===== src/assert_macros.svh =====
// ----------------------------------------------------------------------------
// assert_macros.svh
// shared concurrent assertion macros for the response checker
// ----------------------------------------------------------------------------
`ifndef ASSERT_MACROS_SVH
`define ASSERT_MACROS_SVH

// property that must hold at every clock edge outside reset
`define ASSERT_ALWAYS(lbl, clk, rst, prop, msg) \
   lbl: assert property (@(posedge clk) disable iff (rst) (prop)) else $error(msg);

// antecedent at one edge requires consequent at the next edge
`define ASSERT_NEXT(lbl, clk, rst, ante, cons, msg) \
   lbl: assert property (@(posedge clk) disable iff (rst) (ante) |=> (cons)) \
      else $error(msg);

`endif


===== src/mrc_pkg.sv =====
// ----------------------------------------------------------------------------
// mrc_pkg
// types, constants and the crc byte update for the response checker
// ----------------------------------------------------------------------------
`default_nettype none

package mrc_pkg;

   localparam logic [15:0] CRC_INIT         = 16'hFFFF;
   localparam logic [15:0] CRC_POLY         = 16'hA001;
   localparam logic [7:0]  FC_READ_HOLDING  = 8'h03;
   localparam logic [7:0]  VALUE_BYTE_COUNT = 8'd2;
   localparam logic [7:0]  MIN_FRAME_LEN    = 8'd5;
   localparam logic [7:0]  COUNT_MAX        = 8'd255;
   localparam int          HEADER_DEPTH     = 4;

   typedef struct packed {
      logic [7:0] rx_byte;
      logic       frame_end;
   } mrc_req_type;

   typedef struct packed {
      logic [7:0]  frame_length;
      logic        crc_ok;
      logic        value_valid;
      logic [15:0] reg_value;
   } mrc_rsp_type;

   // reflected crc-16, one byte, lsb first
   function automatic logic [15:0] crc_feed(input logic [15:0] crc, input logic [7:0] b);
      logic [15:0] c;
      c = crc ^ {8'h00, b};
      for (int k = 0; k < 8; k++) begin
         c = c[0] ? ((c >> 1) ^ CRC_POLY) : (c >> 1);
      end
      return c;
   endfunction

endpackage

`default_nettype wire


===== src/mrc_frame_core.sv =====
// ----------------------------------------------------------------------------
// mrc_frame_core
// per-frame state: crc, byte count, trailing and header bytes, result build
// ----------------------------------------------------------------------------
`default_nettype none
`include "assert_macros.svh"

module mrc_frame_core (
   input  wire                  clock,
   input  wire                  reset,
   input  wire                  advance,
   input  mrc_pkg::mrc_req_type item,
   output logic                 result_load,
   output mrc_pkg::mrc_rsp_type result
);
   import mrc_pkg::*;

   logic [15:0] crc_ff, crc_in;
   logic [7:0]  count_ff, count_in;
   logic [7:0]  trail_ff [2];
   logic [7:0]  head_ff  [HEADER_DEPTH];
   logic [7:0]  head_in  [HEADER_DEPTH];
   logic        long_enough;
   logic        val_ok;
   logic [15:0] rx_crc;

   assign result_load = advance & item.frame_end;

   // next state for one byte
   always_comb begin
      crc_in = (count_ff >= 8'd2) ? crc_feed(crc_ff, trail_ff[0]) : crc_ff;
      count_in = (count_ff != COUNT_MAX) ? count_ff + 8'd1 : count_ff;
      for (int i = 0; i < HEADER_DEPTH; i++) begin
         head_in[i] = (count_ff == 8'(i + 1)) ? item.rx_byte : head_ff[i];
      end
   end

   // result for a frame that ends with this byte
   assign long_enough = (count_in >= MIN_FRAME_LEN);
   assign rx_crc      = {item.rx_byte, trail_ff[1]};
   assign val_ok      = long_enough & (head_in[0] == FC_READ_HOLDING) &
                        (head_in[1] == VALUE_BYTE_COUNT);

   always_comb begin
      result.frame_length = count_in;
      result.crc_ok       = long_enough & (crc_in == rx_crc);
      result.value_valid  = val_ok;
      result.reg_value    = val_ok ? {head_in[2], head_in[3]} : 16'h0000;
   end

   // frame state, cleared after the last byte
   always_ff @(posedge clock) begin
      if (reset || result_load) begin
         crc_ff   <= CRC_INIT;
         count_ff <= 8'd0;
         trail_ff[0] <= 8'd0;
         trail_ff[1] <= 8'd0;
         for (int i = 0; i < HEADER_DEPTH; i++) begin
            head_ff[i] <= 8'd0;
         end
      end else if (advance) begin
         crc_ff   <= crc_in;
         count_ff <= count_in;
         trail_ff[0] <= trail_ff[1];
         trail_ff[1] <= item.rx_byte;
         for (int i = 0; i < HEADER_DEPTH; i++) begin
            head_ff[i] <= head_in[i];
         end
      end
   end

   `ASSERT_NEXT(a_clear_after_end, clock, reset, result_load,
      (count_ff == 8'd0) && (crc_ff == CRC_INIT), "frame state not cleared after last byte")
   `ASSERT_NEXT(a_count_steps, clock, reset,
      advance && !item.frame_end && (count_ff != COUNT_MAX),
      count_ff == $past(count_ff) + 8'd1, "byte count did not step")
   `ASSERT_ALWAYS(a_short_no_crc, clock, reset,
      !(result_load && result.crc_ok) || (result.frame_length >= MIN_FRAME_LEN),
      "crc ok on a short frame")
   `ASSERT_ALWAYS(a_value_gated, clock, reset,
      result.value_valid || (result.reg_value == 16'h0000), "register value without valid flag")

endmodule

`default_nettype wire


===== config.mk =====
export PLATFORM = sky130hd
export DESIGN_NAME = mrc_frame_core
export DESIGN_NICKNAME = d
export VERILOG_FILES = /design/src/mrc_pkg.sv /design/src/mrc_frame_core.sv
export VERILOG_INCLUDE_DIRS = /design/src /design/src/src
export SDC_FILE = /design/constraint.sdc
export NUM_CORES = 1
export LEC_CHECK = 0
export BUFFER_PORTS_ARGS = -buffer_cell sky130_fd_sc_hd__buf_2
export CAP_MARGIN = 20
export CORE_AREA = 2 2 86 88
export CTS_BUF_LIST = sky130_fd_sc_hd__clkbuf_16
export DETAILED_ROUTE_END_ITERATION = 6
export DIE_AREA = 0 0 88 90
export PLACE_DENSITY = 0.79
export REMOVE_ABC_BUFFERS = 1
export SLEW_MARGIN = 20
export SYNTH_ARGS = -nofsm -noshare
export SYNTH_HDL_FRONTEND = slang
export SYNTH_SLANG_ARGS = --single-unit

===== constraint.sdc =====
create_clock -name clock -period 2.7 [get_ports clock]
set_input_delay 0.27 -clock clock [delete_from_list [all_inputs] [get_ports clock]]
set_output_delay 0.27 -clock clock [all_outputs]
set_load 0.01 [all_outputs]

; ---- Yosys cells after proc, flatten, opt, wreduce, memory -nomap -nowiden
; Memory sizes are Yosys's and may differ from the RTL's.
; Cells that the tools add are included.
[word_totals]
reg_bits = 24
mem_bits_rw = 48
out_inout_bits = 27
word_cells = 61
n_memories = 2
[op_classes]
n_addsub = 1
order_cmp = 2
n_eq_ne = 8
mux = 26
n_bitwise = 19
n_reduce_logical = 1
[memory_table]
columns = name, depth, word_bits, rd, rd_ports_with_merged_regs, wr, line
row1 = head_ff, 4, 8, 4, 0, 4, mrc_frame_core.sv:21  ; logic [7:0] head_ff [HEADER_DEPTH];
row2 = trail_ff, 2, 8, 2, 0, 2, mrc_frame_core.sv:20  ; logic [7:0] trail_ff [2];
[op_table]
columns = op, n
row1 = two-way mux 16 bit, 10
row2 = two-way mux 8 bit, 11
row3 = "equality test 8 x 2 -> 1 bit, second input constant", 4
row4 = inverter 2 -> 3 bit, 8
row5 = equality test 16 bit, 1
row6 = bitwise XOR 16 x 8 -> 16 bit, 1
row7 = "adder 8 x 1 -> 8 bit, second input constant", 1
row8 = "equality test 8 x 1 -> 1 bit, second input constant", 1
row9 = "equality test 8 x 3 -> 1 bit, second input constant", 1
row10 = "greater-or-equal comparator 8 x 2 -> 1 bit, second input constant", 1
row11 = "greater-or-equal comparator 8 x 3 -> 1 bit, second input constant", 1
row12 = "!= test 8 bit, second input constant", 1
row13 = bitwise OR 1 bit, 6
row14 = two-way mux 1 bit, 5
row15 = bitwise AND 1 bit, 4
row16 = logical OR 1 bit, 1

; ---- Depth between registers and ports, before layout
; Gate-level depths: netlist (run 1).
[depth]
word_depth = 20
ltp_mapped = 11
depth_no_buf = 9

; ---- Worst setup path after synthesis (run 1)
; No wires, ideal clock.
[synth_timing]
kind = register to output
start = register count_ff[0]
end = output port result[17] in the netlist's numbering
arrival_time_ns = 2.195
path_slack_ns = 0.235
stages_incl_launch_ff = 10
cell_sequence = dfxtp_1 inv_1 ha_1 nor2_1 nand3_1 nor4_1 nor2_1 nor4_1 nand4_1 nor4_2
[synth_lines]
columns = element, line
row1 = from (decl), mrc_frame_core.sv:19  ; logic [7:0] count_ff, count_in;
row2 = from (signal assigned), mrc_frame_core.sv:63  ; count_ff <= count_in;
row3 = to (decl), mrc_frame_core.sv:14  ; output mrc_pkg::mrc_rsp_type result

==> results.md, run 1 <==
| Metric | Value |
|---|---|
| Required time of the worst setup path | 2.43 ns |
| Final hold violation count | 0 |
| Number of ports placed on the die boundary | 39 |
| CTS Hold Buffers Added | 0 |
| Crit-path cells | xnor2_2, xnor2_2, xor3_2, xnor3_1, mux2i_1, xnor2_1, nor4_2, buf_2 |
| Clock Path Buffers | 2 |
| Largest stage delay on the critical path | 0.53 ns |
| Most repeated library cell on the critical path | sky130_fd_sc_hd__xnor2_2 |
| Max capacitance violation total | 0 |
| Adder and majority cell fraction of the synthesized area | 0.0122 |
| Proportion of netlist area held by the largest area contributor | 0.351 |
| Clock power share | 0.440 |
| Internal portion of total power | 2.34 mW |
| Portion of total power attributed to sequential cells | 0.409 |
| Number of nets with antenna violations after routing | 0 |
| Via count | 3576 |
| Timing-limited maximum frequency | 341 MHz |
| Maximum number of pins on one net before global-route repair | 38 |
| Clock Sink Count | 72 |
| Synth-to-layout area growth | 23.2% |
| Simple-gate portion of the synthesized area | 0.221 |
| Post-synthesis compound-gate area fraction | 0.0941 |
| Number of flops mapped to enable cells by yosys | 48 |
| DP Wirelength | 6830 um |
| Clock latency at the later pin of the worst-skew pair | 0.34 ns |
| Run status | finished, violations left |
| Combinational group share of total power | 0.152 |
| Critical Path Source Type | register |
| Slew @ Worst Pin | 0.802 ns |
| Setup WS post-layout | -0.237 ns |
| Largest family of logic cells by synthesized area | simple AND/OR/NAND/NOR gates |
| DRC | 0 |
| P per Cell Area | 619 mW/mm^2 |
| CTS tree | done |
| Period utilisation layout | 1.09 |
| Number of design-rule violations left by the first detailed-router iteration | 289 |
| Number of distinct library cell variants in the gate-level netlist after synthesis | 52 |
| Flip-flop cell with the highest count after synthesis | sky130_fd_sc_hd__edfxtp_1 |
| Initial antenna violation count | 0 |
| Final number of setup-violating endpoints | 1 |
| DRT Pass-1 Iters | 5 |
| Layout Nets | 502 |
| Die height | 90 um |
| Xor-xnor portion of the synthesized cell area | 0.0975 |
| Clock transition at path regs | 0.06 ns |
| Synth Register Bits | 72 |
| Largest cells by area after synthesis | sky130_fd_sc_hd__edfxtp_1, sky130_fd_sc_hd__dfxtp_1, sky130_fd_sc_hd__mux2i_1 |
| Synthesized instance count | 435 |
| Setup repair after global routing missed its margin | true |
| Share of synthesized area spent on multiplexers | 0.0658 |
| Via count of the first global-routing pass | 3412 |
| Width of the chip | 88 um |
| CORE AREA | 0.00702 mm^2 |
| Aggregate routed wire length | 11100 um |
| Maximum vdd ir drop | 477 uV |
| Maximum net fanout on the critical path | 4 |
| Detail-routed net length per standard cell | 18.9 um |
| Ranking of synthesized cells by instance count | sky130_fd_sc_hd__nor2_1, sky130_fd_sc_hd__nand2_1, sky130_fd_sc_hd__edfxtp_1 |
| Post-synthesis async set-or-reset flop share | 0 |
| Net switching power of the design | 0.785 mW |
| Worst slew slack as a fraction of its limit | 0.464 |
| Share of layout cells above drive strength 1 | 0.244 |
| Highest-delay cell along the critical path | sky130_fd_sc_hd__xor3_2 |
| Min Tclk post-route | 2.94 ns |
| Number of rows in the core area | 31 |
| Sequential area share after synthesis | 0.468 |
| Violations in the final reports | negative setup slack |
| Post-Route Skew | 0.00714 ns |
| CP Class | register to output pin |
| Count leader, synth | sky130_fd_sc_hd__nor2_1 |
| Design Power | 3.13 mW |
| Initial Utilization | 0.585 |
| H-tree lvl count | 3 |
| Overall overflow remaining after global route | 0 |
| First-pass GRT wire length | 16500 um |
| Class of the worst hold path | primary input to register |
| Total routing resource utilization after global routing | 0.272 |
| Filler cell count in the final layout | 496 |
| Weighted congestion at the end of routability-driven global placement | 0.960 |
| Cts bufs inserted | 9 |
| Leakage power summed over all cells | 2.10 nW |
| Inserted Diodes | 0 |
| Max-slew violation count | 0 |
| Capturing element type of the critical path | output pin |
| Clock root buffer | sky130_fd_sc_hd__clkbuf_16 |
| Die area | 0.00792 mm^2 |
| Arrival time at the worst endpoint | 2.67 ns |
| Largest area contributor in the netlist | sky130_fd_sc_hd__edfxtp_1 |
| Final design utilization | 0.720 |
| Share of total power consumed by net switching | 0.251 |
| Syn_area_per_cell | 9.44 um^2 |
| Count of input and output buffers | 38 |
| Synth Cell Area | 0.00411 mm^2 |
| Vias per cell | 6.06 |
| YS warnings | 0 |
## layer usage
metal,vias up,GRT usage,part of all wire
li1,1635,-,-
met1,1694,0.351,0.39
met2,211,0.440,0.50
met3,36,0.0569,0.076
met4,0,0.112,0.032
met5,-,0,0
## layout make-up
class / count / area (um^2) / share of cell area
clock inverters: 7 / 120 / 0.0238
inverters: 12 / 45.0 / 0.00891
repair buffers: 68 / 427 / 0.0844
multi-input cells: 323 / 2190 / 0.433
clock buffers: 9 / 225 / 0.0445
well taps: 99 / 124 / 0.0245
flip-flops and latches: 72 / 1920 / 0.381
## power groups by stage
stage / sequential, mW / clock [mW] / combinational [mW]
2_1_floorplan: 1.29 / 0 / 0.298
3_3_place_gp: 1.29 / 0 / 0.415
5_1_grt: 1.28 / 1.43 / 0.510
6_report: 1.28 / 1.38 / 0.475
3_5_place_dp: 1.30 / 0 / 0.427
4_1_cts: 1.28 / 1.38 / 0.442
## registers in the layout, summed over array words and instances, names as in the netlist
register / flops
head_ff: 32
crc_ff: 16
trail_ff: 16
count_ff: 8
## worst max-delay path, delay by kind of cell (launching register included)
family / cells / cell delay [ns]
xor+xnor: 5 / 1.28
flops: 1 / 0.42
simple gates: 1 / 0.27
mux: 1 / 0.18
buf+inv: 1 / 0.18
## stage by stage
| stage | area (um^2) | setup TNS, ns | setup slack (ns) | hold WS, ns | instances |
|---|---|---|---|---|---|
| final | 5060 | -0.237 | -0.237 | 0.326 | 590 |
| after global routing | 5060 | -2.08 | -0.379 | 0.339 | 590 |
| after CTS | 4870 | -0.237 | -0.237 | 0.329 | 580 |
| after detailed placement | 4460 | 0 | 0.0414 | 0.496 | 564 |
| after global placement | 4460 | 0 | 0.136 | 0.492 | 564 |
| after floorplan | 3980 | -0.00227 | -0.00227 | 0.422 | 405 |
## worst paths after layout
check | startpoint | cells after the start | to | slack [ns]
setup reg to reg | count_ff[0] | 8 | crc_ff[13] | 0.56
setup / recovery | trail_ff[0][1] | 8 | result[17] | -0.24
hold / removal | item[3] | 3 | trail_ff[0][10] | 0.33
hold reg to reg | crc_ff[14] | 2 | crc_ff[14] | 0.51
## placed cells by master (no fill, tap or decap), drive strengths merged, types with 2 or more instances in the layout
master    n
nor4      7
nand3    12
a21oi    26
inv      12
nand3b    3
o2111ai   2
a211oi    4
nand4     3
xnor3     3
nand2b    2
nand4b    2
and3     13
bufinv    3
nor3      5
o211ai   13
nor3b     2
and2      5
edfxtp   48
xnor2    27
o22ai     4
clkbuf    9
clkinv    4
nor2     66
nor2b     2
or2       4
o31ai     2
o21ai     2
xor2      6
ha        4
nand2    64
a31oi     2
dfxtp    24
buf      68
mux2i    27
## what timing repair did
| action | in CTS | in global routing |
|---|---|---|
| pin swaps | 2 | 18 |
| cloned | 0 | 2 |
| buffers inserted | 0 | 8 |
| endpoints found under the setup margin | 18 | 18 |
| resized for setup | 12 | 22 |
## logic make-up after synthesis
group	after synthesis
buf+inv	42
fa+ha+maj	4
simple gates	193
mux	27
flops	72
xor+xnor	37
compound gates	60
No activity file was read; power rests on OpenSTA's default activity.
==> run 2, diff against run 1 <==
--- a/config.mk
+++ b/config.mk
@@ -8,11 +8,11 @@
 export LEC_CHECK = 0
 export BUFFER_PORTS_ARGS = -buffer_cell sky130_fd_sc_hd__buf_2
 export CAP_MARGIN = 20
-export CORE_AREA = 2 2 86 88
+export CORE_AREA = 2 2 90 92
 export CTS_BUF_LIST = sky130_fd_sc_hd__clkbuf_16
 export DETAILED_ROUTE_END_ITERATION = 6
-export DIE_AREA = 0 0 88 90
-export PLACE_DENSITY = 0.79
+export DIE_AREA = 0 0 92 94
+export PLACE_DENSITY = 0.73
 export REMOVE_ABC_BUFFERS = 1
 export SLEW_MARGIN = 20
 export SYNTH_ARGS = -nofsm -noshare
==> run 2 against run 1 <==
The run still ends with negative setup slack left. Non-clock buffer count up 8. Register-to-register slack better by 0.14 ns. Wire length down 1.7%.
==> results.md, run 2 (synthesized netlist as in run 1, its figures left out) <==
| Metric | Value | Change |
|---|---|---|
| Placed cells | 569 | +0.89% |
| Via count | 3518 | -1.6% |
| Final hold violation count | 0 | unchanged |
| Share of total power consumed by net switching | 0.277 | +0.0265 |
| DRT Pass-1 Iters | 6 | +1 |
| Number of nets with antenna violations after routing | 0 | unchanged |
| Class of the worst hold path | primary input to register |  |
| Min Tclk post-route | 2.99 ns | +0.0574 ns |
| Maximum vdd ir drop | 410 uV | -14% |
| Via count of the first global-routing pass | 3296 | -3.4% |
| Top library cells by usage in the layout, fill and taps aside | sky130_fd_sc_hd__nand2_1, sky130_fd_sc_hd__nor2_1, sky130_fd_sc_hd__edfxtp_1 |  |
| Filler cell count in the final layout | 593 | +20% |
| CP Class | register to output pin |  |
| Leakage power summed over all cells | 2.14 nW | +1.7% |
| Initial antenna violation count | 0 | unchanged |
| DP Wirelength | 6690 um | -2.1% |
| Aggregate routed wire length | 10900 um | -1.7% |
| Final standard cell count with taps included and fillers excluded | 601 | +1.9% |
| Period utilisation layout | 1.11 | +0.0213 |
| Share of layout cells above drive strength 1 | 0.277 | +0.0322 |
| CTS tree | done |  |
| Width of the chip | 92 um | +4.5% |
| Cts bufs inserted | 9 | unchanged |
| Clock power share | 0.380 | -0.060 |
| Worst Hold Endpoint | trail_ff[0][10] |  |
| Clock root buffer | sky130_fd_sc_hd__clkbuf_16 |  |
| Arrival time at the worst endpoint | 2.72 ns | +0.05 ns |
| Weighted congestion at the end of routability-driven global placement | 0.929 | -3.2% |
| Synth-to-layout area growth | 25.0% |  |
| Timing-limited maximum frequency | 334 MHz | -1.9% |
| Maximum number of pins on one net before global-route repair | 49 | +29% |
| Aggregate negative setup slack | -0.294 ns | -0.0574 ns |
| Total routing resource utilization after global routing | 0.245 | -0.0268 |
| First-pass GRT wire length | 16400 um | -0.96% |
| Most common cell after layout, fill and taps aside | sky130_fd_sc_hd__nand2_1 |  |
| Final number of setup-violating endpoints | 1 | unchanged |
| H-tree lvl count | 3 | unchanged |
| Hold path startpoint | item[3] |  |
| Count of input and output buffers | 38 | unchanged |
| Capturing element type of the critical path | output pin |  |
| Initial Utilization | 0.540 | -0.0451 |
| Worst r2r src | count_ff[0] |  |
| Clock transition at path regs | 0.06 ns | about the same |
| Number of design-rule violations left by the first detailed-router iteration | 312 | +8.0% |
| Number of ports placed on the die boundary | 39 | unchanged |
| Die height | 94 um | +4.4% |
| Hold path depth | 3 | unchanged |
| Internal portion of total power | 2.07 mW | -12% |
| Capture instance of the worst register-to-register path | crc_ff[10] |  |
| Clock Path Buffers | 2 | unchanged |
| Depth of the most critical reg-to-reg path | 9 | +1 |
| Setup WS post-layout | -0.294 ns | -0.0574 ns |
| Post-Route Skew | 0.00905 ns | +0.00191 ns |
| Slew @ Worst Pin | 0.652 ns | -0.150 ns |
| Number of rows in the core area | 32 | +3.2% |
| Max-slew violation count | 0 | unchanged |
| Post-Place Setup Slack | 0.0465 ns | +0.00506 ns |
| Register containing the most flip-flops in the final layout | head_ff |  |
| P per Cell Area | 558 mW/mm^2 | -9.9% |
| Max FFs per register | 32 | unchanged |
| Max capacitance violation total | 0 | unchanged |
| Largest registers in the final layout | head_ff: 32 flops, crc_ff: 16 flops, trail_ff: 16 flops |  |
| Run status | finished, violations left |  |
| Clock Sink Count | 72 | unchanged |
| Required time of the worst setup path | 2.43 ns | about the same |
| Inserted Diodes | 0 | unchanged |
| CORE AREA | 0.00761 mm^2 | +8.4% |
| Vias per cell | 5.85 | -3.4% |
| DRC | 0 | unchanged |
| Worst slew slack as a fraction of its limit | 0.565 | +0.101 |
| Layout Nets | 510 | +1.6% |
| Maximum net fanout on the critical path | 2 | -2 |
| Violations in the final reports | negative setup slack |  |
| Overall overflow remaining after global route | 0 | unchanged |
| Register-to-Register Setup Slack | 0.70 ns | +0.14 ns |
| Detail-routed net length per standard cell | 18.2 um | -3.5% |
| Die area | 0.00865 mm^2 | +9.2% |
| Clock latency at the later pin of the worst-skew pair | 0.34 ns | about the same |
| Combinational group share of total power | 0.174 | +0.022 |
| Critical Path Source Type | register |  |
| Setup repair after global routing missed its margin | true |  |
| Net switching power of the design | 0.795 mW | +1.2% |
| Portion of total power attributed to sequential cells | 0.446 | +0.037 |
run 2: layout make-up:
type | count | area (um^2) | area share
Multi-Input combinational cell | 323 | 2260 | 0.440
Sequential cell | 72 | 1930 | 0.375
Timing Repair Buffer | 76 | 513 | 0.0999
Clock buffer | 9 | 225 | 0.0439
Tap cell | 102 | 128 | 0.0249
Inverter | 12 | 45.0 | 0.00877
Clock inverter | 7 | 38.8 | 0.00755
run 2: worst max-delay path: stages, from the launching register on:
cell	delay, ns
sky130_fd_sc_hd__edfxtp_1	0.41
sky130_fd_sc_hd__xnor2_2	0.24
sky130_fd_sc_hd__xnor3_4	0.45
sky130_fd_sc_hd__mux2i_1	0.25
sky130_fd_sc_hd__xnor2_1	0.18
sky130_fd_sc_hd__and3_1	0.21
sky130_fd_sc_hd__nand4_1	0.13
sky130_fd_sc_hd__nor4_2	0.34
sky130_fd_sc_hd__buf_2	0.18
run 2: metrics by stage:
| stage | hold WS, ns | area [um^2] | utilization | power (mW) |
|---|---|---|---|---|
| after CTS | 0.290 | 4820 | 0.633 | 2.81 |
| after global routing | 0.352 | 5130 | 0.675 | 2.95 |
| after global placement | 0.491 | 4480 | 0.589 | 1.72 |
| final | 0.299 | 5130 | 0.675 | 2.86 |
| after floorplan | 0.422 | 3980 | - | 1.58 |
| after detailed placement | 0.496 | 4480 | 0.589 | 1.73 |
run 2: worst max-delay path by stage:
| stage | to | depth (start not counted) | startpoint |
|---|---|---|---|
| after detailed placement | result[17] | 8 | trail_ff[0][4] |
| after global routing | result[17] | 11 | count_ff[0] |
| after CTS | result[17] | 8 | trail_ff[0][5] |
| final | result[17] | 8 | trail_ff[0][1] |
| after global placement | result[17] | 9 | trail_ff[0][1] |
| after floorplan | result[17] | 9 | count_ff[0] |
run 2: power groups by stage:
stage	Sequential, mW	Clock [mW]	Combinational, mW
final	1.28	1.09	0.500
after CTS	1.27	1.08	0.453
after floorplan	1.29	0	0.298
after detailed placement	1.29	0	0.438
after global routing	1.28	1.13	0.538
after global placement	1.29	0	0.427
run 2: repair_timing:
item	in CTS	in global routing
buffers inserted	1	13
endpoints found under the setup margin	18	18
pin swaps	1	26
hold buffers	0	0
gates cloned	0	2
gates resized for setup	11	46
run 2: per-layer routing:
metal | GRT usage | wire (um) | up-vias | share of wire
met5 | 0 | 0 | - | 0
met4 | 0.0883 | 209 | 0 | 0.019
met3 | 0.0433 | 668 | 23 | 0.061
met2 | 0.390 | 5260 | 155 | 0.48
met1 | 0.338 | 4800 | 1694 | 0.44
li1 | - | - | 1646 | -
==> run 3, diff against run 2 <==
--- a/config.mk
+++ b/config.mk
@@ -9,7 +9,6 @@
 export BUFFER_PORTS_ARGS = -buffer_cell sky130_fd_sc_hd__buf_2
 export CAP_MARGIN = 20
 export CORE_AREA = 2 2 90 92
-export CTS_BUF_LIST = sky130_fd_sc_hd__clkbuf_16
 export DETAILED_ROUTE_END_ITERATION = 6
 export DIE_AREA = 0 0 92 94
 export PLACE_DENSITY = 0.73
==> run 3 against run 2 <==
The run still ends with negative setup slack left. Maximum frequency increased by 2.9%. Clock power decreased by 33%. Critical path depth increased by 3. First-iteration DRC count increased by 4.8%. Utilization decreased by 4.1 points. Sequential power about the same. Critical endpoint unchanged. Cell count decreased by 1.8%. Wire length decreased by 10%. Power decreased by 14%. Design area decreased by 6.1%. Via count decreased by 4.5%. Highest routed layer unchanged. Clock skew decreased by 0.0026 ns.
==> results.md, run 3 (synthesized netlist as in run 1, its figures left out) <==
| Metric | Value | Change |
|---|---|---|
| Overall overflow remaining after global route | 0 | unchanged |
| Timing-limited maximum frequency | 344 MHz | +2.9% |
| Min Tclk post-route | 2.91 ns | -0.0831 ns |
| Clock Sink Count | 72 | unchanged |
| Final design utilization | 0.634 | -0.0411 |
| Worst slew slack as a fraction of its limit | 0.565 | about the same |
| Weighted congestion at the end of routability-driven global placement | 0.929 | unchanged |
| Register containing the most flip-flops in the final layout | head_ff |  |
| Leakage power summed over all cells | 2.01 nW | -5.9% |
| Max-slew violation count | 0 | unchanged |
| Maximum net fanout on the critical path | 14 | +12 |
| Clock latency at the later pin of the worst-skew pair | 0.35 ns | about the same |
| CTS tree | done |  |
| Cts bufs inserted | 9 | unchanged |
| CORE AREA | 0.00761 mm^2 | unchanged |
| Die area | 0.00865 mm^2 | unchanged |
| Maximum number of pins on one net before global-route repair | 49 | unchanged |
| Setup repair after global routing missed its margin | true |  |
| DRT Pass-1 Iters | 6 | unchanged |
| Clock root buffer | sky130_fd_sc_hd__clkbuf_8 |  |
| Largest registers in the final layout | head_ff: 32 flops, crc_ff: 16 flops, trail_ff: 16 flops |  |
| Aggregate routed wire length | 9830 um | -10% |
| Slew @ Worst Pin | 0.653 ns | +0.0000912 ns |
| Initial antenna violation count | 0 | unchanged |
| P per Cell Area | 513 mW/mm^2 | -8.0% |
| Inserted Diodes | 0 | unchanged |
| Width of the chip | 92 um | unchanged |
| Via count | 3360 | -4.5% |
| Required time of the worst setup path | 2.43 ns | about the same |
| Clock transition at path regs | 0.08 ns | +0.02 ns |
| DP Wirelength | 6690 um | unchanged |
| Aggregate negative setup slack | -0.211 ns | +0.0831 ns |
| CP Class | register to output pin |  |
| Arrival time at the worst endpoint | 2.64 ns | -0.08 ns |
| Number of rows in the core area | 32 | unchanged |
| Maximum vdd ir drop | 282 uV | -31% |
| Class of the worst hold path | primary input to register |  |
| Final standard cell count with taps included and fillers excluded | 590 | -1.8% |
| Count of input and output buffers | 38 | unchanged |
| Critical Path Source Type | register |  |
| Number of ports placed on the die boundary | 39 | unchanged |
| Violations in the final reports | negative setup slack |  |
| Final hold violation count | 0 | unchanged |
| Post-Route Skew | 0.00642 ns | -0.00263 ns |
| Via count of the first global-routing pass | 3246 | -1.5% |
| Most common cell after layout, fill and taps aside | sky130_fd_sc_hd__nor2_1 |  |
| Run status | finished, violations left |  |
| Number of design-rule violations left by the first detailed-router iteration | 327 | +4.8% |
| Initial Utilization | 0.540 | unchanged |
| Max FFs per register | 32 | unchanged |
| Capturing element type of the critical path | output pin |  |
| CTS Hold Buffers Added | 0 | unchanged |
| Vias per cell | 5.69 | -2.7% |
| Clock Path Buffers | 2 | unchanged |
| Placed cells | 569 | unchanged |
| Share of layout cells above drive strength 1 | 0.238 | -0.0388 |
| Final hold slack | 0.281 ns | -0.0174 ns |
| Total routing resource utilization after global routing | 0.243 | -0.00217 |
| Layout Nets | 499 | -2.2% |
| Number of nets with antenna violations after routing | 0 | unchanged |
| Top library cells by usage in the layout, fill and taps aside | sky130_fd_sc_hd__nor2_1, sky130_fd_sc_hd__nand2_1, sky130_fd_sc_hd__edfxtp_1 |  |
| Die height | 94 um | unchanged |
| DRC | 0 | unchanged |
| Max capacitance violation total | 0 | unchanged |
| Post-Place Setup Slack | 0.0465 ns | unchanged |
| Detail-routed net length per standard cell | 16.7 um | -8.5% |
| Synth-to-layout area growth | 17.4% |  |
| Setup WS post-layout | -0.211 ns | +0.0831 ns |
| Filler cell count in the final layout | 646 | +8.9% |
| H-tree lvl count | 3 | unchanged |
| Period utilisation layout | 1.08 | -0.0308 |
| Final number of setup-violating endpoints | 1 | unchanged |
| First-pass GRT wire length | 16300 um | -0.46% |
-- run 3: cell types whose count changed in the layout (fill, tap and decap cells not counted), sizes merged --
cell	change
buf	-9
o211ai	-2
-- run 3: critical path: stages (launching register included) --
cell and delay (ns):
sky130_fd_sc_hd__dfxtp_1 0.34, sky130_fd_sc_hd__inv_1 0.07, sky130_fd_sc_hd__ha_1 0.23, sky130_fd_sc_hd__nor2_1 0.13, sky130_fd_sc_hd__nand3_1 0.13, sky130_fd_sc_hd__buf_4 0.23
sky130_fd_sc_hd__mux2i_2 0.21, sky130_fd_sc_hd__xor2_1 0.16, sky130_fd_sc_hd__and3_1 0.17, sky130_fd_sc_hd__nand4_1 0.12, sky130_fd_sc_hd__nor4_2 0.33, sky130_fd_sc_hd__buf_2 0.18
-- run 3: per-layer routing --
metal	GRT usage	vias to the layer above	share of wire	routed length, um
met3	0.0337	16	0.053	520
met5	0	-	0	0
li1	-	1612	-	-
met4	0.0833	0	0.016	155
met1	0.344	1605	0.46	4530
met2	0.385	127	0.47	4630
-- run 3: power breakdown --
group / switching, mW / leakage, nW / internal, mW
clock network: 0.412 / 0.0822 / 0.323
registers: 0.0381 / 0.726 / 1.24
logic: 0.260 / 1.21 / 0.207
-- run 3: final cells by class --
class	instances	area (um^2)	share of cell area
well taps	102	128	0.0265
multi-input cells	321	2140	0.444
clock buffers	9	124	0.0257
flip-flops and latches	72	1920	0.399
clock inverters	7	38.8	0.00804
repair buffers	67	420	0.0872
inverters	12	45.0	0.00934
-- run 3: path summary, 6_finish.rpt --
path / cells after the start / start / endpoint / slack [ns]
setup reg to reg: 9 / count_ff[0] / crc_ff[10] / 0.69
hold reg to reg: 2 / crc_ff[11] / crc_ff[11] / 0.51
hold / removal: 3 / item[3] / trail_ff[0][10] / 0.28
setup / recovery: 11 / count_ff[0] / result[17] / -0.21
-- run 3: per-stage QoR --
stage | area (um^2) | total power, mW
after floorplan | 3980 | 1.58
after global placement | 4480 | 1.72
after detailed placement | 4480 | 1.73
after CTS | 4730 | 2.48
after global routing | 4820 | 2.58
final | 4820 | 2.48
-- run 3: timing repair --
action / in CTS / in global routing
resized for setup: 13 / 15
pin swaps: 3 / 5
setup buffers: 2 / 3
setup endpoints to repair: 18 / 18
